<file path="config.mk">
export PLATFORM = sky130hd
export DESIGN_NAME = gpio_window_majority_filter
export DESIGN_NICKNAME = d
export VERILOG_FILES = /design/src/rtl/gwmf_pkg.sv /design/src/rtl/gwmf_core.sv /design/src/rtl/gpio_window_majority_filter.sv
export SDC_FILE = /design/constraint.sdc
export NUM_CORES = 1
export LEC_CHECK = 0
export BUFFER_PORTS_ARGS = -buffer_cell sky130_fd_sc_hd__buf_2
export CAP_MARGIN = 20
export CELL_PAD_IN_SITES_DETAIL_PLACEMENT = 1
export CELL_PAD_IN_SITES_GLOBAL_PLACEMENT = 1
export CORE_UTILIZATION = 25
export CTS_CLUSTER_DIAMETER = 40
export CTS_CLUSTER_SIZE = 16
export DETAILED_ROUTE_END_ITERATION = 8
export PLACE_DENSITY = 0.6
export REMOVE_ABC_BUFFERS = 1
export SYNTH_ARGS = -nofsm -noshare
export SYNTH_HDL_FRONTEND = slang
export SYNTH_SLANG_ARGS = --single-unit
</file>
<file path="constraint.sdc">
create_clock -name clk -period 1.9 [get_ports clk]
set_clock_uncertainty 0.1 [all_clocks]
set_input_delay 0.19 -clock clk [delete_from_list [all_inputs] [get_ports clk]]
set_output_delay 0.19 -clock clk [all_outputs]
set_load 0.02 [all_outputs]
</file>
<file path="src/rtl/gwmf_pkg.sv">
package gwmf_pkg;

	localparam int PIN_COUNT   = 8;
	localparam int SAMPLES_DEF = 8;
	localparam int THR_W       = 4;
	localparam int CFG_IDX_W   = 8;
	localparam int CFG_DATA_W  = 8;
	localparam int IN_DATA_W   = 16;
	localparam int OUT_DATA_W  = 16;

	localparam logic [THR_W-1:0]     THR_RESET  = THR_W'(5);
	localparam logic [PIN_COUNT-1:0] MASK_RESET = '1;

	// Register indexes of the configuration channel.
	localparam logic [CFG_IDX_W-1:0] CFG_HIGH_THRESHOLD  = CFG_IDX_W'(0);
	localparam logic [CFG_IDX_W-1:0] CFG_PIN_ENABLE_MASK = CFG_IDX_W'(1);

	typedef enum logic [1:0] {
		OP_SAMPLE  = 2'd0,
		OP_READ    = 2'd1,
		OP_GET_PIN = 2'd2,
		OP_POLL    = 2'd3
	} opcode_t;

	// Packed so that ok lands in bit 0 of the output beat.
	typedef struct packed {
		logic                 ready_flag;
		logic                 pin_level;
		logic [PIN_COUNT-1:0] levels;
		logic                 ok;
	} result_t;

	localparam int RESULT_W = $bits(result_t);

endpackage

</file>
<file path="src/rtl/gwmf_core.sv">
module gwmf_core #(
	parameter int SAMPLES = gwmf_pkg::SAMPLES_DEF
) (
	input  logic                                clk,
	input  logic                                arst_n,
	input  logic                                cfg_we,
	input  logic [gwmf_pkg::CFG_IDX_W-1:0]      cfg_index,
	input  logic [gwmf_pkg::CFG_DATA_W-1:0]     cfg_data,
	input  logic                                accept,
	input  gwmf_pkg::opcode_t                   opcode,
	input  logic [gwmf_pkg::PIN_COUNT-1:0]      sample_bits,
	input  logic [7:0]                          pin_index,
	output gwmf_pkg::result_t                   result
);
	import gwmf_pkg::*;

	localparam int CNT_W = $clog2(SAMPLES + 1);
	localparam int CMP_W = (CNT_W > THR_W) ? CNT_W : THR_W;
	localparam logic [CNT_W-1:0] LAST_POS = CNT_W'(SAMPLES - 1);

	logic [THR_W-1:0]     thr_q;
	logic [PIN_COUNT-1:0] mask_q;
	logic [CNT_W-1:0]     cnt_q [PIN_COUNT];
	logic [CNT_W-1:0]     cnt_inc [PIN_COUNT];
	logic [CNT_W-1:0]     pos_q;
	logic [PIN_COUNT-1:0] levels_q;
	logic                 ready_q;
	logic [PIN_COUNT-1:0] win_bits;
	logic                 last_sample;
	logic                 pin_valid;

	assign last_sample = (pos_q == LAST_POS);
	assign pin_valid   = (pin_index < 8'(PIN_COUNT));

	// Counts including the current beat, so a closing window sees its last sample.
	always_comb begin
		for (int p = 0; p < PIN_COUNT; p++) begin
			cnt_inc[p]  = cnt_q[p] + CNT_W'(sample_bits[p]);
			win_bits[p] = (CMP_W'(cnt_inc[p]) >= CMP_W'(thr_q));
		end
	end

	always_comb begin
		result            = '0;
		result.ok         = 1'b1;
		result.ready_flag = ready_q;
		case (opcode)
			OP_SAMPLE: begin
				if (last_sample) begin
					result.ready_flag = 1'b1;
				end
			end
			OP_READ: begin
				if (ready_q) begin
					result.levels     = levels_q;
					result.ready_flag = 1'b0;
				end else begin
					result.ok = 1'b0;
				end
			end
			OP_GET_PIN: begin
				if (pin_valid) begin
					result.pin_level = levels_q[pin_index[$clog2(PIN_COUNT)-1:0]];
				end else begin
					result.ok = 1'b0;
				end
			end
			default: begin
			end
		endcase
	end

	always_ff @(posedge clk or negedge arst_n) begin
		if (!arst_n) begin
			thr_q    <= THR_RESET;
			mask_q   <= MASK_RESET;
			pos_q    <= '0;
			levels_q <= '0;
			ready_q  <= 1'b0;
			for (int p = 0; p < PIN_COUNT; p++) begin
				cnt_q[p] <= '0;
			end
		end else begin
			if (cfg_we) begin
				if (cfg_index == CFG_HIGH_THRESHOLD) begin
					thr_q <= cfg_data[THR_W-1:0];
				end else if (cfg_index == CFG_PIN_ENABLE_MASK) begin
					mask_q <= cfg_data[PIN_COUNT-1:0];
				end
			end
			if (accept) begin
				case (opcode)
					OP_SAMPLE: begin
						if (last_sample) begin
							pos_q    <= '0;
							levels_q <= win_bits & mask_q;
							ready_q  <= 1'b1;
							for (int p = 0; p < PIN_COUNT; p++) begin
								cnt_q[p] <= '0;
							end
						end else begin
							pos_q <= pos_q + CNT_W'(1);
							for (int p = 0; p < PIN_COUNT; p++) begin
								cnt_q[p] <= cnt_inc[p];
							end
						end
					end
					OP_READ: begin
						ready_q <= 1'b0;
					end
					default: begin
					end
				endcase
			end
		end
	end

endmodule

</file>
<file path="src/rtl/gpio_window_majority_filter.sv">
// Majority filter for eight GPIO pins. Each beat carries an opcode in s_tuser: a sample
// word adds its pin levels to per-pin high counters, and every SAMPLES sample words the
// window closes, pins whose count reaches high_threshold read high, the byte is ANDed
// with pin_enable_mask and held as the filtered levels with the ready flag set. Read
// returns the levels and clears ready (ok low if nothing is ready), get-pin returns one
// level (ok low for pins 8 and up), poll returns the ready flag. Every beat gives exactly
// one result beat. The block takes one beat per cycle while s_tready is high: the counters and
// result logic feed the output register directly, and a skid register behind it lets a new beat
// in while a result is stalled, so s_tready drops only when both hold results. Configuration
// writes are taken in any cycle.
module gpio_window_majority_filter #(
	parameter int SAMPLES = gwmf_pkg::SAMPLES_DEF
) (
	input  logic                                clk,
	input  logic                                arst_n,
	input  logic                                cfg_valid,
	output logic                                cfg_ready,
	input  logic [gwmf_pkg::CFG_IDX_W-1:0]      cfg_index,
	input  logic [gwmf_pkg::CFG_DATA_W-1:0]     cfg_data,
	input  logic                                s_tvalid,
	output logic                                s_tready,
	input  logic [gwmf_pkg::IN_DATA_W-1:0]      s_tdata,  // sample_bits[7:0], pin_index[15:8]
	input  logic [1:0]                          s_tuser,  // opcode[1:0]
	output logic                                m_tvalid,
	input  logic                                m_tready,
	output logic [gwmf_pkg::OUT_DATA_W-1:0]     m_tdata   // ok, levels[8:1], pin_level, ready_flag, 0
);
	import gwmf_pkg::*;

	logic    accept;
	result_t result;
	result_t out_q;
	result_t skid_q;
	logic    out_valid_q;
	logic    skid_valid_q;
	logic    out_load;

	assign cfg_ready = 1'b1;
	assign s_tready  = !skid_valid_q;
	assign accept    = s_tvalid && s_tready;
	assign out_load  = !out_valid_q || m_tready;
	assign m_tvalid  = out_valid_q;
	assign m_tdata   = {(OUT_DATA_W - RESULT_W)'(0), out_q};

	gwmf_core #(
		.SAMPLES(SAMPLES)
	) u_core (
		.clk         (clk),
		.arst_n      (arst_n),
		.cfg_we      (cfg_valid && cfg_ready),
		.cfg_index   (cfg_index),
		.cfg_data    (cfg_data),
		.accept      (accept),
		.opcode      (opcode_t'(s_tuser)),
		.sample_bits (s_tdata[PIN_COUNT-1:0]),
		.pin_index   (s_tdata[15:8]),
		.result      (result)
	);

	always_ff @(posedge clk or negedge arst_n) begin
		if (!arst_n) begin
			out_valid_q  <= 1'b0;
			skid_valid_q <= 1'b0;
		end else begin
			if (out_load) begin
				if (skid_valid_q) begin
					out_valid_q  <= 1'b1;
					skid_valid_q <= 1'b0;
				end else begin
					out_valid_q <= accept;
				end
			end else if (accept) begin
				skid_valid_q <= 1'b1;
			end
		end
	end

	always_ff @(posedge clk) begin
		if (out_load) begin
			out_q <= skid_valid_q ? skid_q : result;
		end else if (accept) begin
			skid_q <= result;
		end
	end

`ifndef SYNTHESIS
	a_skid_behind_out: assert property (@(posedge clk) disable iff (!arst_n)
		skid_valid_q |-> out_valid_q)
		else $error("skid register holds a beat while the output register is empty");

	a_levels_only_on_read: assert property (@(posedge clk) disable iff (!arst_n)
		(m_tvalid && (out_q.levels != '0)) |-> (out_q.ok && !out_q.ready_flag))
		else $error("nonzero levels on a beat that is not a successful read");

	a_pin_level_ok: assert property (@(posedge clk) disable iff (!arst_n)
		(m_tvalid && out_q.pin_level) |-> (out_q.ok && (out_q.levels == '0)))
		else $error("pin level set on a failed or mixed result");

	a_full_stall: assert property (@(posedge clk) disable iff (!arst_n)
		(skid_valid_q && !m_tready) |=> skid_valid_q)
		else $error("stalled skid beat was lost");
`endif

endmodule

</file>
After elaboration in Yosys (flattened, before gate mapping)
Index checks and enable logic that the tools add are counted.
- logic and storage cells: 78
- bits of input ports: 39
- register bits: 81
- multiplexer cells: 17
- bitwise gates (word level): 3
- reductions and logical operators: 12
- $add $sub $neg: 9
- equal/unequal tests: 4
- magnitude comparators: 10
- operators by type and width (operator ; count):
    $add 4x1->4 ; 8
    $ge 4x4->1 ; 8
    $mux 32 ; 1
    $mux 8 ; 2
    $mux 11 ; 1
    $mux 1 ; 9
    $and 8x8->8 ; 1
    $eq 8x1->1 const B ; 1
    $logic_not 8->1 ; 1
    $lt 8x4->1 const B ; 1
    $reduce_and 2->1 ; 3
    $reduce_and 3->1 ; 2
    $add 4x1->4 const B ; 1
    $eq 4x3->1 const B ; 1
    $lt 3x4->1 const B ; 1
    $mux 4 ; 1
    $pmux 1 s2 ; 2
    $bmux 1 s3 ; 1
    $eq 2x1->1 const B ; 1
    $eq 2x2->1 const B ; 1
    $logic_not 1->1 ; 2
    $logic_not 2->1 ; 1
    $not 1->1 ; 2
    $reduce_bool 2->1 ; 1
    2 further kinds ; 2

Depth between registers and ports, before layout
Gate-level depths: netlist (run 1).
- word-level depth: 5
- gate-level depth with buffers: 7
- mapped depth without buffers: 7

Modules after synthesis
A second synthesis (run 1) with hierarchy kept.
- cells, all modules: 372
- area total of the unflattened synthesis: 4511.8 um2
- by module, submodules not included (module ; seq. area each (um2) ; cells each ; area an instance (um2) ; times used):
    gwmf_core ; 1438.9 ; 321 ; 3547.2 ; 1
    gpio_window_majority_filter ; 710.7 ; 51 ; 964.7 ; 1

Least setup slack after synthesis (run 1)
OpenSTA, ideal clock, no wires.
- path kind: reg-to-reg
- start point: register out_valid_q, in the netlist m_tvalid
- end point: register skid_q[0] (netlist bit) (enable)
- arrival: 1369 ps
- slack: 52 ps
- period minus slack after synthesis: 1848 ps
- required time: 1420 ps
- stages on the path, launching flop included: 3
- buffers on the path: 0
- cells stage by stage: dfrtp_1 > nand2b_1 > nor2b_1
- word-level cells in the longest chain between the ends: 4
- ends and longest elaborated chain (what ; line ; source):
    start, declared ; gpio_window_majority_filter.sv:34 ; logic out_valid_q;
    start signal, assigned ; gpio_window_majority_filter.sv:70 ; out_valid_q <= accept;
    $logic_not 1->1 ; gpio_window_majority_filter.sv:41 ; assign out_load = !out_valid_q || m_tready;
    $logic_or 1x1->1 ; gpio_window_majority_filter.sv:41 ;
    $not 1->1 (no source line) ; - ;
    $reduce_and 2->1 (no source line) ; - ;
    end signal, assigned ; gpio_window_majority_filter.sv:82 ; skid_q <= result;
    end, declared ; gpio_window_majority_filter.sv:33 ; result_t skid_q;
No other way between the ends.
A chain may end at the register's enable or synchronous reset.

Final worst setup path (run 1)
- start point: register u_core.cnt_q[16] (netlist bit)
- end point: register u_core.levels_q[3]
- word-level cells in the longest chain between the ends: 3
- ends and longest elaborated chain (what ; line ; source):
    start, declared ; gwmf_core.sv:23 ; logic [CNT_W-1:0] cnt_q [PIN_COUNT];
    start signal, assigned by index ; gwmf_core.sv:104 ; cnt_q[p] <= cnt_inc[p];
    $add 4x1->4 ; gwmf_core.sv:38 ; cnt_inc[p] = cnt_q[p] + CNT_W'(sample_bits[p]);
    $ge 4x4->1 ; gwmf_core.sv:39 ; win_bits[p] = (CMP_W'(cnt_inc[p]) >= CMP_W'(thr_q));
    $and 8x8->8 ; gwmf_core.sv:96 ; levels_q <= win_bits & mask_q;
    end signal, assigned ; gwmf_core.sv:96 ;
    end, declared ; gwmf_core.sv:26 ; logic [PIN_COUNT-1:0] levels_q;
No other way between the ends.

==> results of run 1 <==
==> area by class of cell <==
type / count / area (sq um)
clock inverter: 7 / 83.8
multi-input combinational: 277 / 2160
inverter: 14 / 52.6
timing repair buffer: 72 / 458
clock buffer: 9 / 225
fill: 1950 / 11900
tap: 225 / 282
sequential: 81 / 2150
==> layout by cell type (no fill, tap or decap), drive strengths merged, types with 6 or more instances in the layout <==
cell | Yosys | routed
o21a | 8 | 8
mux2 | 22 | 22
dfstp | 10 | 10
o21ai | 25 | 25
nand2b | 10 | 10
buf | 15 | 64
edfxtp | 22 | 22
dlygate4sd3 | 0 | 8
conb | 2 | 6
clkbuf | 3 | 9
dfrtp | 49 | 49
a21oi | 18 | 18
xnor2 | 9 | 9
xor2 | 8 | 8
and3 | 8 | 8
nand3 | 10 | 10
a22o | 25 | 25
nand2 | 54 | 54
nor2 | 6 | 6
inv | 14 | 19
ha | 52 | 52
==> path summary, 6_finish.rpt <==
check                                  from            endpoint  slack, ns  cells past startpoint
min in group asynchronous            arst_n    u_core.cnt_q[18]       0.27                      3
max                        u_core.cnt_q[16]  u_core.levels_q[3]       0.08                      6
min reg2reg                 u_core.pos_q[2]     u_core.pos_q[2]       0.40                      1
min                                s_tvalid            m_tvalid       0.03                      3
max in group asynchronous            arst_n    u_core.mask_q[7]       1.10                      3
max reg2reg                u_core.cnt_q[16]  u_core.levels_q[3]       0.08                      6
==> metrics by stage <==
stage	setup TNS (ns)	instances	setup WS, ns
3_3_place_gp	0	661	0.0697
5_1_grt	0	685	0.00394
3_5_place_dp	0	661	0.0418
4_1_cts	0	685	0.0287
6_report	0	685	0.0768
2_1_floorplan	-1.82	372	-0.105
==> layer usage <==
layer	global-route usage (%)	part of all wire (%)	vias up
met1	15.6	45	1572
li1	-	-	1511
met2	21.7	50	42
met4	5.62	2.2	0
met5	0	0	-
met3	2.25	2.3	17
==> repair_timing <==
action	CTS	global route
hold buffers	8	0
hold endpoints to repair	59	0
gates resized for setup	1	10
setup endpoints to repair	1	5
pin swaps	0	1
==> report_power, final <==
part           switching (uW)  internal (uW)
clock network             793           1050
registers                 256           2110
logic                     881            859
total                    1930           4010
==> registers in the layout, summed over array words and instances, names as in the netlist <==
name / cells
u_core.pos_q: 4
u_core.thr_q: 4
u_core.mask_q: 8
m_tdata: 11
u_core.cnt_q: 32
m_tvalid: 1
skid_valid_q: 1
u_core.levels_q: 8
skid_q: 11
u_core.ready_q: 1
==> cell families after synthesis <==
kind of cell,Yosys count,share of synthesized area [%]
AND/OR/NAND/NOR,100,11.3
flip-flops,81,48.6
AO/OA/AOI/OAI,77,11.3
adder cells (fa/ha/maj),52,14.7
buffers and inverters,32,3.65
multiplexers,25,6.84
XOR/XNOR,17,3.37
other,2,0.170
==> worst register-to-register path: cells and delay by family, from the launching register on <==
| family | cells | cell delay [ns] |
|---|---|---|
| flip-flops | 1 | 0.39 |
| adder cells (fa/ha/maj) | 3 | 0.79 |
| AO/OA/AOI/OAI | 3 | 0.44 |
==> summary.md, run 1 <==
| Metric | Value |
|---|---|
| Crit path launch type | `flip-flop` |
| Critical Path Slowest Stage Cell | `dfrtp_1` |
| Cell variety after synth | `38` |
| Final setup vio count | `0` |
| DP Wirelength | `7680 um` |
| Pin count of the biggest net entering global routing | `60` |
| Fin crit share | `96.0%` |
| Post-DP Area | `0.00499 sq mm` |
| Die Y | `135 um` |
| Final wirelength | `10,800 um` |
| Clk slew on worst S/H paths | `0.07 ns` |
| Peak Freq | `0.549 GHz` |
| Top cells by area in the synthesized netlist | `dfrtp_1 (28%), edfxtp_1 (15%), ha_1 (15%)` |
| Clk Latency, worst-skew pair | `0.35 ns` |
| Die width | `135 um` |
| Min Tclk post-route | `1.82 ns` |
| RSZ-0062 raised after global routing | `false` |
| Max-cap violation count | `0` |
| Via count | `3,142` |
| Via-to-Cell Ratio | `4.59` |
| CP endpoint kind | `flip-flop` |
| Nets | `546` |
| DRC violations left | `0` |
| Synth Area per Inst | `11.5 sq um` |
| Cell mode on critical path | `ha_1` |
| Total CTS buffers | `9` |
| Initial antenna violation count | `0` |
| Number of routed nets with antenna violations | `0` |
| Ys Warns | `0` |
| Total Power | `5940 uW` |
| Pwr dens | `1100 mW/mm^2` |
| Critical Path, Cell by Cell | `ha_1 -> ha_2 -> ha_1 -> a21oi_1 -> o21a_1 -> o21ai_1` |
| # H-tree levels | `3` |
| Area Overhead vs Synth | `22.4%` |
| Core area | `0.0173 sq mm` |
| Crit path DAT | `1.96 ns` |
| Cell area after layout | `0.00542 sq mm` |
| Run status | `complete, no violations` |
| Number of diodes | `0` |
| Final Hold Slack | `0.0266 ns` |
| CP Buf/Inv Count | `0` |
| Post-layout util | `31.3%` |
| Clk buf depth | `2` |
| Vias in the first global route | `3,335` |
| Largest fanout on the critical path | `2` |
| Register area share after synthesis | `48.6%` |
| Synth top area share | `27.7%` |
| Num rows | `48` |
| Wire length per cell | `15.7 um` |
| First-pass detailed-route iteration total | `4` |
| Lkg Pwr | `0.00255 uW` |
| Crit path max-delay family | `adder cells` |
| GRT Overall Usage | `12.7%` |
| Synthesized cell area | `0.00442 sq mm` |
| Most frequent cell after synthesis | `nand2_1` |
| Initial DRC Count | `123` |
| Synth async-reset ratio | `72.8%` |
| Final Max Slew Viols | `0` |
| Starting density of the core | `25.6%` |
| Crit path required time | `2.04 ns` |
| Post-Syn Instances | `386` |
| Post-synth EDFFs | `22` |
| Worst vdd ir | `0.453 mV` |
| Die area | `0.0182 sq mm` |
| Io pins | `58` |
| Area leader, netlist | `dfrtp_1` |
| Postcts setup bufs | `0` |
| IO buf count | `51` |
| FF+latch count, synth | `81` |
| Critical path type | `reg -> reg` |
| Most used DFF post-synth | `dfrtp_1` |
| Most common library cells after synthesis | `nand2_1 (53), ha_1 (52), dfrtp_1 (49)` |
| Placer Congestion | `0.738` |
| CP peak stage delay | `0.39 ns` |
| Root Driver | `clkbuf_16` |
| Min-Delay Path Class | `in -> reg` |
| Share of layout cells above drive strength 1 | `27.2%` |
| CTS tree | `yes` |
| Clock tree sinks | `81` |
| Grt ovf | `0` |
| Wire length of the first global-routing pass | `17,500 um` |
| Final Hold Viols | `0` |
No activity file was read; power rests on OpenSTA's default activity.
==> inputs of run 2 (changes only) <==
- CORE_MARGIN: unset -> 5
==> run 2 against run 1 <==
Sequential share of layout area down 0.082 points. First-iteration DRC count down 30%. Flip-flop and latch count unchanged. Final area up 0.21%. Sequential power about the same. Non-clock buffer count up 3. Register-to-register slack better by 0.02 ns. Critical path depth up 1. Highest routed layer unchanged. Power down 2.9%. Worst setup slack better by 0.025 ns. Cell count up 0.44%. Core utilization about the same.
==> summary.md, run 2 (synthesis results as in run 1) <==
| Metric | Value |
|---|---|
| Final Hold Viols | `0 (unchanged)` |
| Final setup vio count | `0 (unchanged)` |
| Min-Delay Path Class | `in -> reg` |
| Switching Share | `32.8% (+0.29 points)` |
| Initial DRC Count | `86 (-30%)` |
| Number of routed nets with antenna violations | `0 (unchanged)` |
| Clock tree sinks | `81 (unchanged)` |
| Vias in the first global route | `3,536 (+6.0%)` |
| Placed cells | `665 (+0.61%)` |
| Clk Latency, worst-skew pair | `0.35 ns (about the same)` |
| Crit path DAT | `1.96 ns (about the same)` |
| Sequential share of power | `41.0% (+1.2 points)` |
| Crit path required time | `2.07 ns (+0.03 ns)` |
| Commonest cells after routing, fill and taps aside | `nand2_1 (53), buf_2 (51), ha_1 (49), dfrtp_1 (49), a22o_1 (25)` |
| IO buf count | `51 (unchanged)` |
| Most common cell after layout, fill and taps aside | `nand2_1` |
| Final Max Slew Viols | `0 (unchanged)` |
| Clk buf depth | `2 (unchanged)` |
| CP endpoint kind | `flip-flop` |
| Die area | `0.0205 sq mm (+12%)` |
| Root Driver | `clkbuf_16` |
| Max-cap violation count | `0 (unchanged)` |
| Total Power | `5770 uW (-2.9%)` |
| Io pins | `58 (unchanged)` |
| Share of layout cells above drive strength 1 | `28.3% (+1.1 points)` |
| Final Instance Count excl. Fillers | `688 (+0.44%)` |
| Post-layout util | `31.3% (-0.044 points)` |
| Clock power frac | `28.7% (-2.3 points)` |
| Largest register FFs | `32 (unchanged)` |
| # H-tree levels | `3 (unchanged)` |
| Wire length per cell | `16.2 um (+3.5%)` |
| Min Tclk post-route | `1.80 ns (-0.0247 ns)` |
| Grt ovf | `0 (unchanged)` |
| Crit path launch type | `flip-flop` |
| Wire length of the first global-routing pass | `18,300 um (+4.3%)` |
| Worst vdd ir | `0.488 mV (+7.7%)` |
| Critical Path Slowest Stage Cell | `dfrtp_1` |
| Initial antenna violation count | `0 (unchanged)` |
| Die width | `143 um (+5.9%)` |
| Placer Congestion | `0.811 (+9.8%)` |
| Num rows | `48 (unchanged)` |
| Fill cells | `1,921 (-1.5%)` |
| DP Wirelength | `8440 um (+10%)` |
| Psw | `1890 uW (-2.1%)` |
| Cell mode on critical path | `ha_1` |
| Number of diodes | `0 (unchanged)` |
| Via count | `3,159 (+0.54%)` |
| Area Overhead vs Synth | `22.7%` |
| GRT Overall Usage | `11.6% (-1.1 points)` |
| Die Y | `143 um (+5.9%)` |
| Critical path type | `reg -> reg` |
| Starting density of the core | `25.5% (-0.089 points)` |
| Pwr dens | `1060 mW/mm^2 (-3.1%)` |
| First-pass detailed-route iteration total | `4 (unchanged)` |
| Pin count of the biggest net entering global routing | `26 (-57%)` |
| Core area | `0.0174 sq mm (+0.35%)` |
| Pint | `3880 uW (-3.3%)` |
| Clk slew on worst S/H paths | `0.07 ns (about the same)` |
| Final wirelength | `11,200 um (+4.0%)` |
| Peak Freq | `0.556 GHz (+1.4%)` |
| Top reg by flops | `u_core.cnt_q` |
| CP peak stage delay | `0.38 ns (about the same)` |
| Via-to-Cell Ratio | `4.59 (+0.10%)` |
| DRC violations left | `0 (unchanged)` |
| Fin crit share | `94.7% (-1.3 points)` |
| Critical Path, Cell by Cell | `ha_1 -> ha_2 -> xor2_1 -> ha_1 -> nand2_1 -> o21a_1 -> o21ai_0` |
| Lkg Pwr | `0.00256 uW (+0.41%)` |
| CTS tree | `yes` |
| Logic pwr share | `30.4% (+1.1 points)` |
| Run status | `complete, no violations` |
| Largest fanout on the critical path | `3 (+1)` |
| Nets | `549 (+0.55%)` |
| Total CTS buffers | `9 (unchanged)` |
-- run 2: worst max-delay path: cells and delay by family (launching register included) --
| kind | cells | cell delay (ns) |
|---|---|---|
| xor gates and xnor gates | 1 | 0.15 |
| and+or+nand+nor | 1 | 0.05 |
| DFF | 1 | 0.38 |
| AOI/OAI and AO/OA | 2 | 0.33 |
| adders and majority gates | 3 | 0.70 |
-- run 2: per-stage QoR --
stage	hold slack [ns]	cell area (sq um)	setup TNS, ns	setup WS (ns)
floorplan	-0.206	4330	-1.82	-0.105
global placement	0.0505	5030	0	0.0899
detailed placement	0.0492	5030	0	0.00775
CTS	0.0114	5380	0	0.0164
global route	0.0227	5430	-0.0122	-0.0122
finish	0.0188	5430	0	0.102
-- run 2: path summary, 6_finish.rpt --
path | from | end | slack (ns) | cells past startpoint
max | u_core.cnt_q[0] | u_core.levels_q[7] | 0.10 | 7
min | cfg_data[5] | u_core.mask_q[5] | 0.02 | 2
max reg2reg | u_core.cnt_q[0] | u_core.levels_q[7] | 0.10 | 7
min reg2reg | u_core.pos_q[2] | u_core.pos_q[2] | 0.39 | 1
max in group asynchronous | arst_n | u_core.mask_q[5] | 0.90 | 3
min in group asynchronous | arst_n | u_core.cnt_q[13] | 0.22 | 2
-- run 2: timing repair --
action / in CTS / in global routing
resized for setup: 0 / 14
hold buffers: 7 / 0
endpoints found under the hold margin: 22 / 0
buffers inserted: 0 / 0
endpoints found under the setup margin: 0 / 12
-- run 2: final cells by class --
class                           instances  area (sq um)  share of cell area, %
Clock buffer                           11           233                   4.29
Multi-Input combinational cell        277          2180                   40.1
Inverter                               14          52.6                  0.968
Timing Repair Buffer                   75           494                   9.11
Sequential cell                        81          2150                   39.6
Clock inverter                          5          40.0                  0.738
Tap cell                              225           282                   5.19
-- run 2: power groups by stage --
stage	Combinational (uW)	Sequential, uW	Clock, uW
global route	2050	2400	1760
finish	1750	2360	1650
floorplan	1170	2350	0
CTS	1750	2360	1710
global placement	1620	2370	0
detailed placement	1730	2390	0
-- run 2: routing by layer --
metal,vias to the layer above,global-route usage [%],routed length (um)
li1,1517,-,-
met1,1582,14.2,5050
met2,43,19.9,5570
met3,17,2.14,317
met4,0,4.95,237
met5,-,0,0
==> inputs of run 3 (changes only) <==
- SKIP_CTS_REPAIR_TIMING: unset -> 1
- SYNTH_HIERARCHICAL: unset -> 1
==> run 3 against run 2 <==
The flow now finishes with violations (hold timing). Worst hold slack worse by 0.019 ns. First-iteration DRC count down 5.8%. Largest cell class unchanged. Highest routed layer unchanged. Power up 15%.
==> summary.md, run 3 <==
| Metric | Value |
|---|---|
| Starting density of the core | `25.3% (-0.20 points)` |
| First-pass detailed-route iteration total | `4 (unchanged)` |
| Hold endpoint | `u_core/mask_q[3]` |
| Min Tclk post-route | `1.86 ns (+0.0589 ns)` |
| Die area | `0.0208 sq mm (+1.8%)` |
| IO buf count | `51 (unchanged)` |
| Area leader, netlist | `dfrtp_1` |
| Final Instance Count excl. Fillers | `678 (-1.5%)` |
| Synthesized cell area | `0.00451 sq mm (+2.0%)` |
| Number of routed nets with antenna violations | `0 (unchanged)` |
| Largest fanout on the critical path | `2 (-1)` |
| Max-cap violation count | `0 (unchanged)` |
| CP endpoint kind | `flip-flop` |
| FF+latch count, synth | `81 (unchanged)` |
| Peak Freq | `0.538 GHz (-3.2%)` |
| Reg-to-reg startpoint | `u_core/cnt_q[24]` |
| Run status | `finished with violations` |
| Final wirelength | `12,000 um (+7.3%)` |
| Min-Delay Path Class | `in -> reg` |
| Final setup vio count | `0 (unchanged)` |
| Most used DFF post-synth | `dfrtp_1` |
| DP Wirelength | `8390 um (-0.69%)` |
| Root Driver | `clkbuf_16` |
| Nets | `535 (-2.6%)` |
| CTS tree | `yes` |
| Cells on Worst Hold Path | `2 (unchanged)` |
| Ys Warns | `6 (+6)` |
| Area Overhead vs Synth | `28.9%` |
| Clk Latency, worst-skew pair | `0.35 ns (about the same)` |
| Placer Congestion | `0.770 (-5.0%)` |
| Grt ovf | `0 (unchanged)` |
| Synth Area per Inst | `12.1 sq um (+5.8%)` |
| Num rows | `49 (+2.1%)` |
| Worst vdd ir | `0.471 mV (-3.4%)` |
| Synth async-reset ratio | `72.8% (unchanged)` |
| GRT Overall Usage | `11.5% (-0.043 points)` |
| Post-layout util | `32.6% (+1.3 points)` |
| Vias in the first global route | `3,458 (-2.2%)` |
| DRC violations left | `0 (unchanged)` |
| Register-to-Register Path Depth | `6 (-1)` |
| Most frequent cell after synthesis | `ha_1` |
| Synth top area share | `27.2% (-0.54 points)` |
| Clock tree sinks | `81 (unchanged)` |
| RSZ-0062 raised after global routing | `true` |
| Placed cells | `654 (-1.7%)` |
| Commonest cells after routing, fill and taps aside | `buf_2 (51), dfrtp_1 (49), ha_1 (37), a22o_1 (25), edfxtp_1 (22)` |
| R2R setup slack | `0.04 ns (-0.06 ns)` |
| Final Max Slew Viols | `0 (unchanged)` |
| Pwr dens | `1140 mW/mm^2 (+7.1%)` |
| Fin crit share | `97.8% (+3.1 points)` |
| Pin count of the biggest net entering global routing | `44 (+69%)` |
| Failing checks | `hold timing` |
| Top cells by area in the synthesized netlist | `dfrtp_1 (27%), edfxtp_1 (15%), ha_1 (14%)` |
| Clk buf depth | `2 (unchanged)` |
| Die width | `144 um (+0.92%)` |
| Total CTS buffers | `9 (unchanged)` |
| Via count | `3,209 (+1.6%)` |
| Most common library cells after synthesis | `ha_1 (52), dfrtp_1 (49), a22o_1 (25)` |
| Lkg Pwr | `0.00259 uW (+0.97%)` |
| Crit path required time | `2.02 ns (-0.05 ns)` |
| Final Hold Slack | `-0.000417 ns (-0.0193 ns)` |
| Most common cell after layout, fill and taps aside | `buf_2` |
| Number of diodes | `0 (unchanged)` |
| Largest register FFs | `32 (unchanged)` |
| Cell variety after synth | `36 (-5.3%)` |
| Io pins | `58 (unchanged)` |
| Top reg by flops | `u_core/cnt_q` |
| # H-tree levels | `3 (unchanged)` |
| Post-Syn Instances | `372 (-3.6%)` |
| Initial antenna violation count | `0 (unchanged)` |
| Worst Min Path Start | `cfg_data[3]` |
| Clk slew on worst S/H paths | `0.06 ns (about the same)` |
| Fill cells | `1,934 (+0.68%)` |
| Core area | `0.0178 sq mm (+2.8%)` |
| Crit path DAT | `1.98 ns (+0.02 ns)` |
| Wire length per cell | `17.7 um (+8.9%)` |
| Critical path type | `reg -> reg` |
| Share of layout cells above drive strength 1 | `33.4% (+5.1 points)` |
| Wire length of the first global-routing pass | `18,300 um (+0.22%)` |
| Via-to-Cell Ratio | `4.73 (+3.1%)` |
| Register area share after synthesis | `47.6% (-0.94 points)` |
| Initial DRC Count | `81 (-5.8%)` |
| Final Hold Viols | `1 (+1)` |
| Post-synth EDFFs | `22 (unchanged)` |
| FF-to-FF End | `u_core/levels_q[1]` |
| Relative slew slack | `66.3%` |
| Die Y | `144 um (+0.92%)` |
| Crit path launch type | `flip-flop` |
| Worst-Margin Slew | `0.505 ns` |
[run 3: logic make-up after synthesis]
family / synth area share (%)
xor+xnor: 3.30
fa+ha+maj: 14.4
mux: 8.07
buf+inv: 3.99
compound gates: 12.8
other cells: 0.166
flops: 47.6
simple gates: 9.65
[run 3: worst max path at each step]
stage,from,slack (ns),end
after detailed placement,u_core/cnt_q[28],-0.09,u_core/levels_q[0]
after global placement,u_core/cnt_q[28],-0.05,u_core/levels_q[0]
after CTS,u_core/cnt_q[24],-0.13,u_core/levels_q[1]
final,u_core/cnt_q[24],0.04,u_core/levels_q[1]
after floorplan,skid_valid_q,-0.93,u_core/pos_q[0]
after global routing,u_core/cnt_q[0],-0.02,u_core/levels_q[7]
[run 3: area by class of cell]
class / instances / area, sq um / area share (%)
inverter: 16 / 60.1 / 1.03
timing repair buffer: 79 / 533 / 9.16
tap: 229 / 287 / 4.93
clock buffer: 11 / 243 / 4.17
multi-input combinational: 257 / 2460 / 42.4
sequential: 81 / 2150 / 37.0
clock inverter: 5 / 80.1 / 1.38
[run 3: where the power goes]
part	internal (uW)	leakage [uW]	total (uW)	switching [uW]
Sequential	2110	0.000971	2390	282
Combinational	1270	0.00146	2350	1080
Clock	1180	0.000152	1880	700
[run 3: metal layers]
metal / part of all wire (%) / GRT usage [%]
met1: 43 / 13.6
met2: 52 / 20.8
met3: 3.9 / 2.74
met4: 1.4 / 3.44
met5: 0 / 0
[run 3: worst max-delay path, cell delays in order (launching register included)]
cell and delay (ns):
dfrtp_1 0.39, ha_2 0.34, inv_1 0.05, ha_1 0.27, nand2b_4 0.15, a2111oi_4 0.32
o31ai_1 0.12
[run 3: stage by stage]
step | worst slack (ns) | total power, uW | instance area, sq um | TNS (ns)
global placement | -0.0461 | 3940 | 5150 | -0.0622
global route | -0.0228 | 7070 | 5820 | -0.0293
detailed placement | -0.0943 | 4070 | 5150 | -0.161
finish | 0.0427 | 6620 | 5820 | 0
CTS | -0.129 | 6010 | 5470 | -0.358
floorplan | -0.933 | 3490 | 4410 | -25.53
